`config.mk`:
```
export PLATFORM = sky130hd
export DESIGN_NAME = pixel_convert_blend
export DESIGN_NICKNAME = d
export VERILOG_FILES = /design/src/pcb_pkg.sv /design/src/pcb_decode.sv /design/src/pcb_mix.sv /design/src/pcb_merge.sv /design/src/pixel_convert_blend.sv
export SDC_FILE = /design/constraint.sdc
export NUM_CORES = 1
export LEC_CHECK = 0
export ABC_AREA = 1
export CORE_MARGIN = 2
export CORE_UTILIZATION = 60
export CTS_CLUSTER_SIZE = 28
export DETAILED_ROUTE_END_ITERATION = 10
export DONT_BUFFER_PORTS = 1
export PLACE_DENSITY = 0.76
export SYNTH_ARGS = -nofsm -noshare
export SYNTH_HDL_FRONTEND = slang
export SYNTH_SLANG_ARGS = --single-unit
```
`constraint.sdc`:
```
create_clock -name clk -period 6.5 [get_ports clk]
set_clock_uncertainty 0.2 [all_clocks]
set_input_delay 0.325 -clock clk [delete_from_list [all_inputs] [get_ports clk]]
set_output_delay 0.325 -clock clk [all_outputs]
set_load 0.05 [all_outputs]
```
`src/pcb_pkg.sv`:
```
// shared types and constants for the pixel convert and blend pipeline
`default_nettype none
package pcb_pkg;

	localparam logic [1:0] FMT_1        = 2'd0;
	localparam logic [1:0] FMT_8        = 2'd1;
	localparam logic [1:0] FMT_32       = 2'd2;
	localparam logic [1:0] FMT_RESERVED = 2'd3;

	localparam logic [1:0] HINT_GENERAL   = 2'd0;
	localparam logic [1:0] HINT_OPAQUE    = 2'd1;
	localparam logic [1:0] HINT_ZEROALPHA = 2'd2;

	localparam logic [2:0] REG_DEST_FORMAT     = 3'd0;
	localparam logic [2:0] REG_SOURCE_FORMAT   = 3'd1;
	localparam logic [2:0] REG_DEST_IS_ALPHA   = 3'd2;
	localparam logic [2:0] REG_SOURCE_IS_ALPHA = 3'd3;
	localparam logic [2:0] REG_SOURCE_HINT     = 3'd4;
	localparam logic [2:0] REG_DEST_HINT       = 3'd5;
	localparam logic [2:0] REG_ALPHA_HIGH_BYTE = 3'd6;

	// floor(x / 3) for x up to 765 as (x * 683) >> 11
	localparam logic [9:0] LUMA_RECIP = 10'd683;
	localparam int         LUMA_SHIFT = 11;

	typedef enum logic [1:0] {
		KIND_DIRECT,
		KIND_LUMA,
		KIND_BLEND
	} kind_t;

	typedef struct packed {
		logic [1:0] dest_format;
		logic [1:0] source_format;
		logic       dest_is_alpha;
		logic       source_is_alpha;
		logic [1:0] source_hint;
		logic [1:0] dest_hint;
		logic       alpha_high_byte;
	} cfg_t;

	typedef struct packed {
		kind_t           kind;
		logic [31:0]     direct;
		logic [9:0]      luma;
		logic [7:0]      alpha;
		logic [2:0][7:0] s_ch;
		logic [2:0][7:0] d_ch;
		logic            ahb;
	} s1_t;

	typedef struct packed {
		kind_t            kind;
		logic [31:0]      direct;
		logic [19:0]      luma_prod;
		logic [2:0][15:0] d_prod;
		logic [2:0][15:0] s_prod;
		logic             ahb;
	} s2_t;

endpackage
`default_nettype wire

```
`src/pcb_decode.sv`:
```
// stage 1: path decode, narrow conversions, channel split
`default_nettype none
module pcb_decode
	import pcb_pkg::*;
(
	input  wire logic        clk,
	input  wire logic        en,
	input  wire cfg_t        cfg,
	input  wire logic [31:0] source_pixel,
	input  wire logic [31:0] dest_pixel,
	output s1_t              data_s1
);

	s1_t  nxt;
	logic [7:0] a;
	logic [1:0] msb_cnt;

	always_comb begin
		nxt        = '0;
		nxt.kind   = KIND_DIRECT;
		nxt.direct = source_pixel;
		nxt.ahb    = cfg.alpha_high_byte;
		nxt.luma   = {2'b0, source_pixel[31:24]} + {2'b0, source_pixel[23:16]}
			+ {2'b0, source_pixel[15:8]};
		msb_cnt    = {1'b0, source_pixel[31]} + {1'b0, source_pixel[23]}
			+ {1'b0, source_pixel[15]};
		if (cfg.alpha_high_byte) begin
			a        = source_pixel[31:24];
			nxt.s_ch = {source_pixel[23:16], source_pixel[15:8], source_pixel[7:0]};
			nxt.d_ch = {dest_pixel[23:16], dest_pixel[15:8], dest_pixel[7:0]};
		end else begin
			a        = source_pixel[7:0];
			nxt.s_ch = {source_pixel[15:8], source_pixel[23:16], source_pixel[31:24]};
			nxt.d_ch = {dest_pixel[15:8], dest_pixel[23:16], dest_pixel[31:24]};
		end
		nxt.alpha = a;

		if (cfg.dest_format == FMT_RESERVED || cfg.source_format == FMT_RESERVED) begin
			nxt.direct = source_pixel;
		end else if (cfg.dest_format != cfg.source_format) begin
			case (cfg.dest_format)
				FMT_1: begin
					if (cfg.source_format == FMT_8 || cfg.dest_is_alpha)
						nxt.direct = {31'b0, source_pixel[7]};
					else
						nxt.direct = {31'b0, msb_cnt[1]};
				end
				FMT_8: begin
					if (cfg.source_format == FMT_1)
						nxt.direct = source_pixel[0] ? 32'h0000_00ff : 32'h0;
					else if (cfg.dest_is_alpha)
						nxt.direct = {24'b0, source_pixel[7:0]};
					else
						nxt.kind = KIND_LUMA;
				end
				default: begin
					if (cfg.source_format == FMT_1) begin
						if (cfg.source_is_alpha)
							nxt.direct = source_pixel[0] ? 32'h0000_00ff : 32'h0;
						else
							nxt.direct = source_pixel[0] ? 32'hffff_ffff : 32'h0000_00ff;
					end else if (cfg.source_is_alpha) begin
						nxt.direct = {24'b0, source_pixel[7:0]};
					end else begin
						nxt.direct = {source_pixel[7:0], source_pixel[7:0],
							source_pixel[7:0], 8'hff};
					end
				end
			endcase
		end else begin
			case (cfg.dest_format)
				FMT_1: nxt.direct = {31'b0, source_pixel[0]};
				FMT_8: nxt.direct = {24'b0, source_pixel[7:0]};
				default: begin
					if (cfg.source_hint == HINT_ZEROALPHA) begin
						nxt.direct = (source_pixel != 32'h0) ? source_pixel : dest_pixel;
					end else if (cfg.source_hint == HINT_OPAQUE
							&& cfg.dest_hint != HINT_OPAQUE) begin
						nxt.direct = source_pixel | (cfg.alpha_high_byte ? 32'hff00_0000
							: 32'h0000_00ff);
					end else if (cfg.source_hint == HINT_OPAQUE) begin
						nxt.direct = source_pixel;
					end else if (a == 8'h00) begin
						nxt.direct = dest_pixel;
					end else if (a == 8'hff) begin
						nxt.direct = source_pixel;
					end else begin
						nxt.kind = KIND_BLEND;
					end
				end
			endcase
		end
	end

	always_ff @(posedge clk) begin
		if (en)
			data_s1 <= nxt;
	end

endmodule
`default_nettype wire

```
`src/pcb_mix.sv`:
```
// stage 2: channel weight products and luma reciprocal product
`default_nettype none
module pcb_mix
	import pcb_pkg::*;
(
	input  wire logic clk,
	input  wire logic en,
	input  wire s1_t  data_s1,
	output s2_t       data_s2
);

	s2_t        nxt;
	logic [7:0] inv_a;

	always_comb begin
		inv_a         = 8'hff - data_s1.alpha;
		nxt.kind      = data_s1.kind;
		nxt.direct    = data_s1.direct;
		nxt.ahb       = data_s1.ahb;
		nxt.luma_prod = data_s1.luma * LUMA_RECIP;
		for (int i = 0; i < 3; i++) begin
			nxt.d_prod[i] = data_s1.d_ch[i] * inv_a;
			nxt.s_prod[i] = data_s1.s_ch[i] * data_s1.alpha;
		end
	end

	always_ff @(posedge clk) begin
		if (en)
			data_s2 <= nxt;
	end

endmodule
`default_nettype wire

```
`src/pcb_merge.sv`:
```
// stage 3: channel sums, luma quotient and result assembly
`default_nettype none
module pcb_merge
	import pcb_pkg::*;
(
	input  wire logic        clk,
	input  wire logic        en,
	input  wire s2_t         data_s2,
	output logic [31:0]      result_s3
);

	logic [2:0][7:0] ch;
	logic [16:0]     sum;
	logic [31:0]     nxt;

	always_comb begin
		for (int i = 0; i < 3; i++) begin
			sum   = {1'b0, data_s2.d_prod[i]} + {1'b0, data_s2.s_prod[i]};
			ch[i] = sum[15:8];
		end
		case (data_s2.kind)
			KIND_LUMA:  nxt = {24'b0, data_s2.luma_prod[LUMA_SHIFT +: 8]};
			KIND_BLEND: begin
				if (data_s2.ahb)
					nxt = {8'hff, ch[2], ch[1], ch[0]};
				else
					nxt = {ch[0], ch[1], ch[2], 8'hff};
			end
			default:    nxt = data_s2.direct;
		endcase
	end

	always_ff @(posedge clk) begin
		if (en)
			result_s3 <= nxt;
	end

endmodule
`default_nettype wire

```
`src/pixel_convert_blend.sv`:
```
// pixel_convert_blend: pixel format conversion and 32-bit alpha blend, three stages
// the result passes the decode, mix and merge stage registers on its way to the output
// throughput: one pixel per cycle if not stalled; 8x8 channel products set the stage split
// stalls back up through the valid bits of each stage without loss
// reset: asynchronous, active low; clears valid bits, config goes to 32-bit blend defaults
`default_nettype none
module pixel_convert_blend
	import pcb_pkg::*;
(
	input  wire logic        clk,
	input  wire logic        arst_n,
	input  wire logic        s_axis_tvalid,
	output logic             s_axis_tready,
	input  wire logic [63:0] s_axis_tdata,  // source_pixel [31:0], dest_pixel [63:32]
	output logic             m_axis_tvalid,
	input  wire logic        m_axis_tready,
	output logic [31:0]      m_axis_tdata,  // result_pixel [31:0]
	input  wire logic        cfg_valid,
	output logic             cfg_ready,
	input  wire logic [2:0]  cfg_index,
	input  wire logic [1:0]  cfg_data
);

	cfg_t        cfg_q;
	logic        valid_s1, valid_s2, valid_s3;
	logic        ready_s1, ready_s2, ready_s3;
	s1_t         data_s1;
	s2_t         data_s2;
	logic [31:0] result_s3;

	assign cfg_ready = 1'b1;

	always_ff @(posedge clk or negedge arst_n) begin
		if (!arst_n) begin
			cfg_q.dest_format     <= FMT_32;
			cfg_q.source_format   <= FMT_32;
			cfg_q.dest_is_alpha   <= 1'b0;
			cfg_q.source_is_alpha <= 1'b0;
			cfg_q.source_hint     <= HINT_GENERAL;
			cfg_q.dest_hint       <= HINT_GENERAL;
			cfg_q.alpha_high_byte <= 1'b1;
		end else if (cfg_valid) begin
			case (cfg_index)
				REG_DEST_FORMAT:     cfg_q.dest_format     <= cfg_data;
				REG_SOURCE_FORMAT:   cfg_q.source_format   <= cfg_data;
				REG_DEST_IS_ALPHA:   cfg_q.dest_is_alpha   <= cfg_data[0];
				REG_SOURCE_IS_ALPHA: cfg_q.source_is_alpha <= cfg_data[0];
				REG_SOURCE_HINT:     cfg_q.source_hint     <= cfg_data;
				REG_DEST_HINT:       cfg_q.dest_hint       <= cfg_data;
				REG_ALPHA_HIGH_BYTE: cfg_q.alpha_high_byte <= cfg_data[0];
				default: ;
			endcase
		end
	end

	// a stage loads when it is empty or the next one loads
	assign ready_s3      = !valid_s3 || m_axis_tready;
	assign ready_s2      = !valid_s2 || ready_s3;
	assign ready_s1      = !valid_s1 || ready_s2;
	assign s_axis_tready = ready_s1;

	always_ff @(posedge clk or negedge arst_n) begin
		if (!arst_n) begin
			valid_s1 <= 1'b0;
			valid_s2 <= 1'b0;
			valid_s3 <= 1'b0;
		end else begin
			if (ready_s1)
				valid_s1 <= s_axis_tvalid;
			if (ready_s2)
				valid_s2 <= valid_s1;
			if (ready_s3)
				valid_s3 <= valid_s2;
		end
	end

	pcb_decode u_decode (
		.clk          (clk),
		.en           (ready_s1),
		.cfg          (cfg_q),
		.source_pixel (s_axis_tdata[31:0]),
		.dest_pixel   (s_axis_tdata[63:32]),
		.data_s1      (data_s1)
	);

	pcb_mix u_mix (
		.clk     (clk),
		.en      (ready_s2),
		.data_s1 (data_s1),
		.data_s2 (data_s2)
	);

	pcb_merge u_merge (
		.clk       (clk),
		.en        (ready_s3),
		.data_s2   (data_s2),
		.result_s3 (result_s3)
	);

	assign m_axis_tvalid = valid_s3;
	assign m_axis_tdata  = result_s3;

endmodule
`default_nettype wire
```
== Yosys cells after proc, flatten, opt, wreduce, memory -nomap -nowiden ==
Cells that the tools add are included.
Widths: inputs -> output; s select.

* Memories kept: 0
* Input bits: 74
* RAM bits: 0
* Latch bits: 0
* Register bits: 297
* Word-level logic and storage cells: 118
* Output and inout bits: 35
* Bits in read-only memories: 0

* Eq/ne operators: 17
* Reduce and logical (&&, ||, !) cells: 22
* Div/mod/pow operators: 0
* Shift operators: 0
* $add $sub $neg: 8
* Multiplexer cells: 31
* Magnitude comparators: 0
* Bitwise operators: 1
* $mul: 7

{| class="wikitable"
|+ Operators with widths
! operator !! count
|-
| $mux 32 || 14
|-
| $pmux 32 s2 || 3
|-
| $mul 8x8->16 || 6
|-
| $add 16x16->16 || 3
|-
| $mux 48 || 1
|-
| $mux 34 || 1
|-
| $or 32x32->32 || 1
|-
| $reduce_bool 32->1 || 1
|-
| $mul 10x10->19 const B || 1
|-
| $mux 2 || 8
|-
| $mux 8 || 2
|-
| $reduce_and 2->1 || 7
|-
| $add 10x8->10 || 1
|-
| $add 8x8->9 || 1
|-
| $eq 3x3->1 const B || 3
|-
| $eq 2x1->1 const B || 4
|-
| $eq 2x2->1 const B || 4
|-
| $eq 8x8->1 const B || 1
|-
| $logic_not 8->1 || 1
|-
| $sub 8x8->8 const A || 1
|-
| $eq 3x2->1 const B || 2
|-
| $logic_or 1x1->1 || 5
|-
| $logic_not 2->1 || 2
|-
| $eq 3x1->1 const B || 1
|-
| 9 further kinds || 12
|}

== Logic depth before layout (Yosys ltp) ==
Gate-level depths: netlist of the first run.

* Depth after elaboration: 10
* Mapped depth: 20

== Hierarchy ==
From an unflattened synthesis of the first run, not the netlist that was laid out.

* Cell total of the unflattened synthesis: 3824
* Area total of the unflattened synthesis: 30655.7 µm²

{| class="wikitable"
|+ Modules (own cells, without submodules)
! module !! times used !! cells an instance !! area an instance (µm²)
|-
| pcb_mix || 1 || 2275 || 19484.9
|-
| pcb_decode || 1 || 746 || 6246.0
|-
| pcb_merge || 1 || 724 || 4292.9
|-
| pixel_convert_blend || 1 || 79 || 631.9
|}

== Least setup slack after synthesis of the first run ==
No wires, ideal clock.

* Path type: register -> register
* From: reg valid_s3, in the netlist m_axis_tvalid
* To: reg, netlist name u_mix.data_s2[0]
* Cell stages (with the launch flop): 4
* Data required time: 5.809 ns
* Setup slack: 1.563 ns
* Arrival: 4.246 ns
* Path buffers: 0
* Clock period less this slack: 4.937 ns
* Setup time: 0.491 ns
* Path through: dfrtp_1 -> nand2_1 -> nor2_1 -> inv_1

* Cells in the longest elaborated chain, start to end: 3

{| class="wikitable"
|+ RTL lines
! element !! RTL line !! text
|-
| start, declared || pixel_convert_blend.sv:25 || <nowiki>logic valid_s1, valid_s2, valid_s3;</nowiki>
|-
| start signal, assigned || pixel_convert_blend.sv:73 || <nowiki>valid_s3 <= valid_s2;</nowiki>
|-
| $logic_not 1->1 || pixel_convert_blend.sv:57 || <nowiki>assign ready_s3 = !valid_s3 || m_axis_tready;</nowiki>
|-
| $logic_or 1x1->1 || pixel_convert_blend.sv:57 ||
|-
| named net ready_s3 || pixel_convert_blend.sv:26 || <nowiki>logic ready_s1, ready_s2, ready_s3;</nowiki>
|-
| $logic_or 1x1->1 || pixel_convert_blend.sv:58 || <nowiki>assign ready_s2 = !valid_s2 || ready_s3;</nowiki>
|-
| named net ready_s2 || pixel_convert_blend.sv:26 ||
|}

The timed path passes the listed nets, and every way through them passes these cells.
A chain may end at the register's enable or synchronous reset.

==> summary.md, run 1 <==
| Metric | Value |
|---|---|
| Run status | completed |
| Asr flop ratio synth | 4.90% |
| Critical path type | flip-flop to flip-flop |
| CTS tree | done |
| Metal-1 WL | between 30000 and 40000 um |
| Seq/Total Area, Yosys | 28.9% |
| Nets | 4308 |
| Pin count of the biggest net entering global routing | 87 |
| Largest fanout on the critical path | 21 |
| Synth Warn # | 0 |
| Setup TNS | 0 ps |
| Number of port buffers | 0 |
| FF-to-FF path depth | 16 |
| Yosys cell types | 47 |
| Row count | 81 |
| Synth Flop Type | edfxtp_1 |
| CTS H-tree lvls | 2 |
| Seq cells post-synth | 286 |
| Post-route setup slack | 1410 ps |
| Clock Sinks | 286 |
| Final worst-path cycle share | 78.3% |
| Most frequent cells in the layout | 799 x nand2_1, 738 x inv_1, 337 x ha_1 |
| Clock root buffer | clkbuf_16 |
| Startpoint Class | flip-flop |
| Worst-skew pair later-pin latency | roughly 570 ps |
| Max_cap viols | 0 |
| Layout Cells excl Fill | 4351 |
| Initial drt markers | 2536 |
| Vias in the first global route | 23100 |
| # resized after CTS | 0 |
| Die H | between 200 and 250 um |
| WL final | ~76000 um |
| Most common cell after layout, fill and taps aside | nand2_1 |
| Post-Place Cells | ~4200 |
| Routed vias/inst | 5.53 |
| Core area | 48700 um2 |
| DR vias | 24100 |
| Critical path arrival | between 5000 and 6000 ps |
| CP required | between 6000 and 7000 ps |
| Critical path capture point type | flip-flop |
| RSZ-0062 raised after global routing | no |
| Post-Syn Nets | between 4000 and 5000 |
| Final Setup Violations | 0 |
| Syn Inst Count | approximately 3600 |
| Clk buf depth | 3 |
| Worst min path class | primary input to async pin |
| Starting density of the core | 60.6% |
| Grt ovf | 0 |
| Inserted Clock Buffers | 34 |
| Min cycle time layout | 5090 ps |
| Share of cells above drive strength 1 | 2.99% |
| Slew margin rel. | 19.9% |
| Io pins | 109 |
| DRT antenna net count | 0 |
| Routability cong. | 0.955 |
| Syn avg cell area | ~8.2 um2 |
| Top Layer Used | met5 |
| Post-DP HPWL | 58200 um |
| Die X | 226 um |
| Slew @ Worst Pin | between 1000 and 1500 ps |
| DRC errors left | 0 |
| Full die area | between 50000 and 60000 um2 |
| Post-synth EDFFs | 272 |
| Pre-CTS WS | approximately 1500 ps |
| Pins Over Slew Limit | 0 |
| Gr usage total | 30.5% |
| Wirelength per Cell | 17.4 um |
| First-pass GRT wire length | 121000 um |
| Synthesized cell area | 29500 um2 |
| Final hold viol count | 0 |
| Max frequency | 197 MHz |
| First-pass detailed-route iteration total | 6 |
| Clock transition at the registers of the reported paths | ~60 ps |
| Initial antenna violation count | 5 |
| DR WL met3 | 8220 um |
| DR WL met2 | between 30000 and 40000 um |
| Layout Area Growth over Synthesis | 9.37% |
==> through the flow <==
stage | area, um2 | utilization (%) | hold slack, ps
2_1_floorplan | 29500 | - | -171
3_3_place_gp | 30100 | 61.7 | -170
3_5_place_dp | 30100 | 61.7 | -170
4_1_cts | 32300 | 66.2 | 3.65
5_1_grt | 32300 | 66.2 | 7.56
6_report | 32300 | 66.2 | 17.8
==> registers in the layout, indices dropped and copies added, names as in the netlist <==
signal             cells
cfg_q                 11
m_axis_tvalid          1
u_decode.data_s1     101
u_merge.result_s3     32
u_mix.data_s2        139
valid_s1               1
valid_s2               1
==> worst max-delay path, stage by stage, from the launching register on <==
cell	delay, ps
edfxtp_1	710
buf_4	380
nor2_1	110
fa_1	530
inv_1	50
fa_1	560
fa_1	440
fa_1	490
inv_1	40
ha_1	340
nand2_1	100
nor4_1	200
nor2_1	110
o21ai_0	300
nand2_1	120
nand3_1	80
nand2_1	50
==> cell usage after synthesis (all sizes together), types with 5 or more instances <==
| cell type | n | area [um2] |
|---|---|---|
| edfxtp | 272 | 8170 |
| nor3 | 23 | 115 |
| nand4 | 25 | 156 |
| xor2 | 64 | 561 |
| o21ai | 130 | 651 |
| nand3 | 217 | 1090 |
| a22oi | 8 | 60.1 |
| fa | 239 | 4780 |
| xnor2 | 31 | 272 |
| clkbuf | 79 | 314 |
| ha | 337 | 4220 |
| buf | 33 | 176 |
| a21o | 19 | 143 |
| a21oi | 193 | 966 |
| o21bai | 14 | 105 |
| nand3b | 5 | 37.5 |
| dfrtp | 11 | 275 |
| nor4 | 5 | 31.3 |
| o211ai | 18 | 185 |
| o31ai | 5 | 37.5 |
| inv | 742 | 2790 |
| nand2 | 808 | 3050 |
| nor2 | 300 | 1140 |
==> logic make-up after synthesis <==
| family | count (synthesis) | synth area share (%) |
|---|---|---|
| simple gates | 1386 | 19.1 |
| compound gates | 400 | 7.60 |
| buf+inv | 855 | 11.1 |
| fa+ha+maj | 576 | 30.5 |
| flops | 286 | 28.9 |
| other cells | 1 | 0.0127 |
| xor+xnor | 95 | 2.82 |
==> path summary, 6_finish.rpt <==
kind                                           start  slack, ps                    to
worst max-delay path            u_decode.data_s1[51]       1410     u_mix.data_s2[62]
worst min-delay path                          arst_n         20              valid_s2
worst max register to register  u_decode.data_s1[51]       1410     u_mix.data_s2[62]
worst min register to register  u_decode.data_s1[80]        210    u_mix.data_s2[130]
max in group asynchronous                     arst_n       5670              cfg_q[4]
min in group clk                    s_axis_tdata[63]         20  u_decode.data_s1[98]
==> per-layer routing <==
layer / up-vias / global-route usage, %
met1: 11300 / 42.2
li1: 11500 / -
met3: 169 / 7.87
met5: - / 0
met2: 1089 / 46.1
met4: 6 / 11.9
==> timing repair <==
| action | in CTS | in global routing |
|---|---|---|
| setup buffers | 0 | 0 |
| hold buffers | 109 | 0 |
| endpoints found under the hold margin | 115 | 0 |
==> area by class of cell <==
cell class	count	area [um2]
multi-input cells	2458	17700
flip-flops and latches	286	8520
repair buffers	135	1300
clock inverters	22	204
inverters	743	2800
clock buffers	40	895
fillers	3929	16500
diodes	3	7.51
well taps	664	831
Power of run 1 is not shown: default switching activity piles up to over one toggle a cycle in this logic, so the estimate is an artifact.
==> inputs of run 2 (changes only) <==
==> constraint.sdc (replaced) <==
create_clock -name clk -period 4.9 [get_ports clk]
set_clock_uncertainty 0.2 [all_clocks]
set_input_delay 0.245 -clock clk [delete_from_list [all_inputs] [get_ports clk]]
set_output_delay 0.245 -clock clk [all_outputs]
set_load 0.05 [all_outputs]
==> run 2 against run 1 <==
Fmax increased by 9.2%. Final area increased by 0.78%. Setup slack got worse by 1200 ps. Global-route usage about the same. Clock-buffer cell count decreased by 1. Sequential cell count unchanged. Core utilization increased by 0.52 points. Critical path depth unchanged. Non-clock buffer count increased by 11. First-iteration DRC count decreased by 5.7%. Die area unchanged. Critical endpoint is now u_mix.data_s2[32].
==> summary.md, run 2 (synthesized netlist as in run 1, its figures left out) <==
| Metric | Value |
|---|---|
| Max frequency | 215 MHz (+9.2%) |
| Register area | 8520 um2 (unchanged) |
| Number of setup buffers added after CTS | 0 (unchanged) |
| Inserted Clock Buffers | 34 (unchanged) |
| Nets | 4319 (+0.26%) |
| Row count | 81 (unchanged) |
| CP required | 5000 ps (-1620 ps) |
| Pin count of the biggest net entering global routing | 77 (-11%) |
| Biggest register | u_mix.data_s2 |
| Slew margin rel. | 19.8% (-0.11 points) |
| Min cycle time layout | 4660 ps (-427 ps) |
| Clock Sinks | 286 (unchanged) |
| Family with the most delay on the worst path | adder cells |
| Max_cap viols | 0 (unchanged) |
| Clock transition at the registers of the reported paths | 70 ps (about the same) |
| Largest fanout on the critical path | 25 (+19%) |
| Final worst-path cycle share | 95.1% (+17 points) |
| Multi-input logic area | 17700 um2 (unchanged) |
| Final Setup Violations | 0 (unchanged) |
| Full die area | 51000 um2 (unchanged) |
| Initial antenna violation count | 13 (+8) |
| Die X | 226 um (unchanged) |
| Clock root buffer | clkbuf_16 |
| Filler Cells Inserted | 3895 (-0.87%) |
| First-pass detailed-route iteration total | 6 (unchanged) |
| Startpoint Class | flip-flop |
| Starting density of the core | 60.6% (unchanged) |
| Clk buf depth | 3 (unchanged) |
| Layout Cells excl Fill | 4369 (+0.41%) |
| Pre-CTS WS | 303 ps (-1230 ps) |
| WL final | 75700 um (+0.20%) |
| Wirelength per Cell | 17.3 um (-0.22%) |
| Worst min path class | primary input to flip-flop |
| Gr usage total | 30.5% (about the same) |
| WP buf/inv | 6 (+3) |
| Post-Place Cells | 4187 (+0.24%) |
| Number of port buffers | 0 (unchanged) |
| Most common cell after layout, fill and taps aside | nand2_1 |
| DRT antenna net count | 0 (unchanged) |
| Critical path capture point type | flip-flop |
| DR vias | 24100 (+0.31%) |
| Slew @ Worst Pin | 1200 ps (+1.63 ps) |
| Most frequent cells in the layout | 799 x nand2_1, 738 x inv_1, 337 x ha_1 |
| Max stage delay on crit path | 490 ps (-220 ps) |
| Post-route setup slack | 240 ps (-1170 ps) |
| Routability cong. | 0.988 (+3.5%) |
| Util after Layout | 66.8% (+0.52 points) |
| Die H | 226 um (unchanged) |
| Worst-skew pair later-pin latency | 560 ps (about the same) |
| Final hold viol count | 0 (unchanged) |
| CTS H-tree lvls | 2 (unchanged) |
| Vias in the first global route | 23200 (+0.20%) |
| Crit path cell chain | buf_12, buf_4, nand2_1, inv_1, fa_1, fa_1, inv_1, fa_1, fa_1, inv_1, ha_1, inv_1, o31ai_1, nand3_1, nand4_1, xor2_1 |
| RSZ-0062 raised after global routing | no |
| CTS tree | done |
| Initial drt markers | 2391 (-5.7%) |
| Post-DP HPWL | 58000 um (-0.33%) |
| Grt ovf | 0 (unchanged) |
| Core area | 48700 um2 (unchanged) |
| Critical path arrival | 4760 ps (-440 ps) |
| Pins Over Slew Limit | 0 (unchanged) |
| Run status | completed |
| Share of cells above drive strength 1 | 3.22% (+0.24 points) |
| DRC errors left | 0 (unchanged) |
| Biggest regs | u_mix.data_s2 x139, u_decode.data_s1 x101, u_merge.result_s3 x32 |
| Largest register FFs | 139 (unchanged) |
| Worst path slowest cell | fa_1 |
| Io pins | 109 (unchanged) |
| Layout Area Growth over Synthesis | 10.2% |
| Critical path type | flip-flop to flip-flop |
| Routed vias/inst | 5.52 (-0.11%) |
| First-pass GRT wire length | 122000 um (+0.70%) |
run 2: cell types whose count changed in the layout (fill, tap and decap cells not counted), sizes merged:
cell,change
buf,+10
diode,+8
bufinv,+4
clkinvlp,-3
inv,-2
clkbuf,-1
clkinv,+1
dlygate4sd3,+1
run 2: cell type report:
class	count	share of cell area, %
antenna	11	0.0846
clock inverter	22	1.00
sequential	286	26.2
inverter	743	8.60
multi-input combinational	2458	54.5
timing repair buffer	146	4.41
tap	664	2.55
clock buffer	39	2.67
run 2: per-stage QoR:
step	instance area (um2)	TNS, ps	hold slack (ps)
5_1_grt	32500	0	51.0
4_1_cts	32500	0	0.350
2_1_floorplan	29500	-5200	-251
3_3_place_gp	30200	0	-250
3_5_place_dp	30200	0	-250
6_report	32500	0	41.1
run 2: final timing paths:
kind	startpoint	endpoint	slack (ps)	cells after the start
hold / removal	s_axis_tdata[61]	u_decode.data_s1[96]	40	6
setup reg to reg	u_decode.data_s1[51]	u_mix.data_s2[32]	240	16
hold reg to reg	u_decode.data_s1[92]	u_mix.data_s2[142]	220	0
min in group asynchronous	arst_n	cfg_q[3]	530	2
max in group asynchronous	arst_n	valid_s2	3540	2
setup / recovery	u_decode.data_s1[51]	u_mix.data_s2[32]	240	16
run 2: worst register-to-register path, cell delays in order, from the launching register on:
cell      delay, ps
edfxtp_1        430
buf_12          200
buf_4           210
nand2_1          70
inv_1            60
fa_1            440
fa_1            490
inv_1            50
fa_1            490
fa_1            490
inv_1            40
ha_1            330
inv_1            90
o31ai_1         490
nand3_1         130
nand4_1         120
xor2_1           70
run 2: metal layers:
metal  vias to the layer above  track usage (%)  share of wire, %
li1                      11500                -                 -
met1                     11300             43.4                43
met2                      1090             46.2                43
met3                       165             6.74                10
met4                         6             10.6               3.6
met5                         -                0             0.053
run 2: repair_timing:
item | 4_1_cts | 5_1_grt
hold buffers | 110 | 0
hold endpoints to repair | 123 | 0
gates resized for setup | 0 | 2
endpoints found under the setup margin | 0 | 2
Power of run 2 is left out for the same reason.
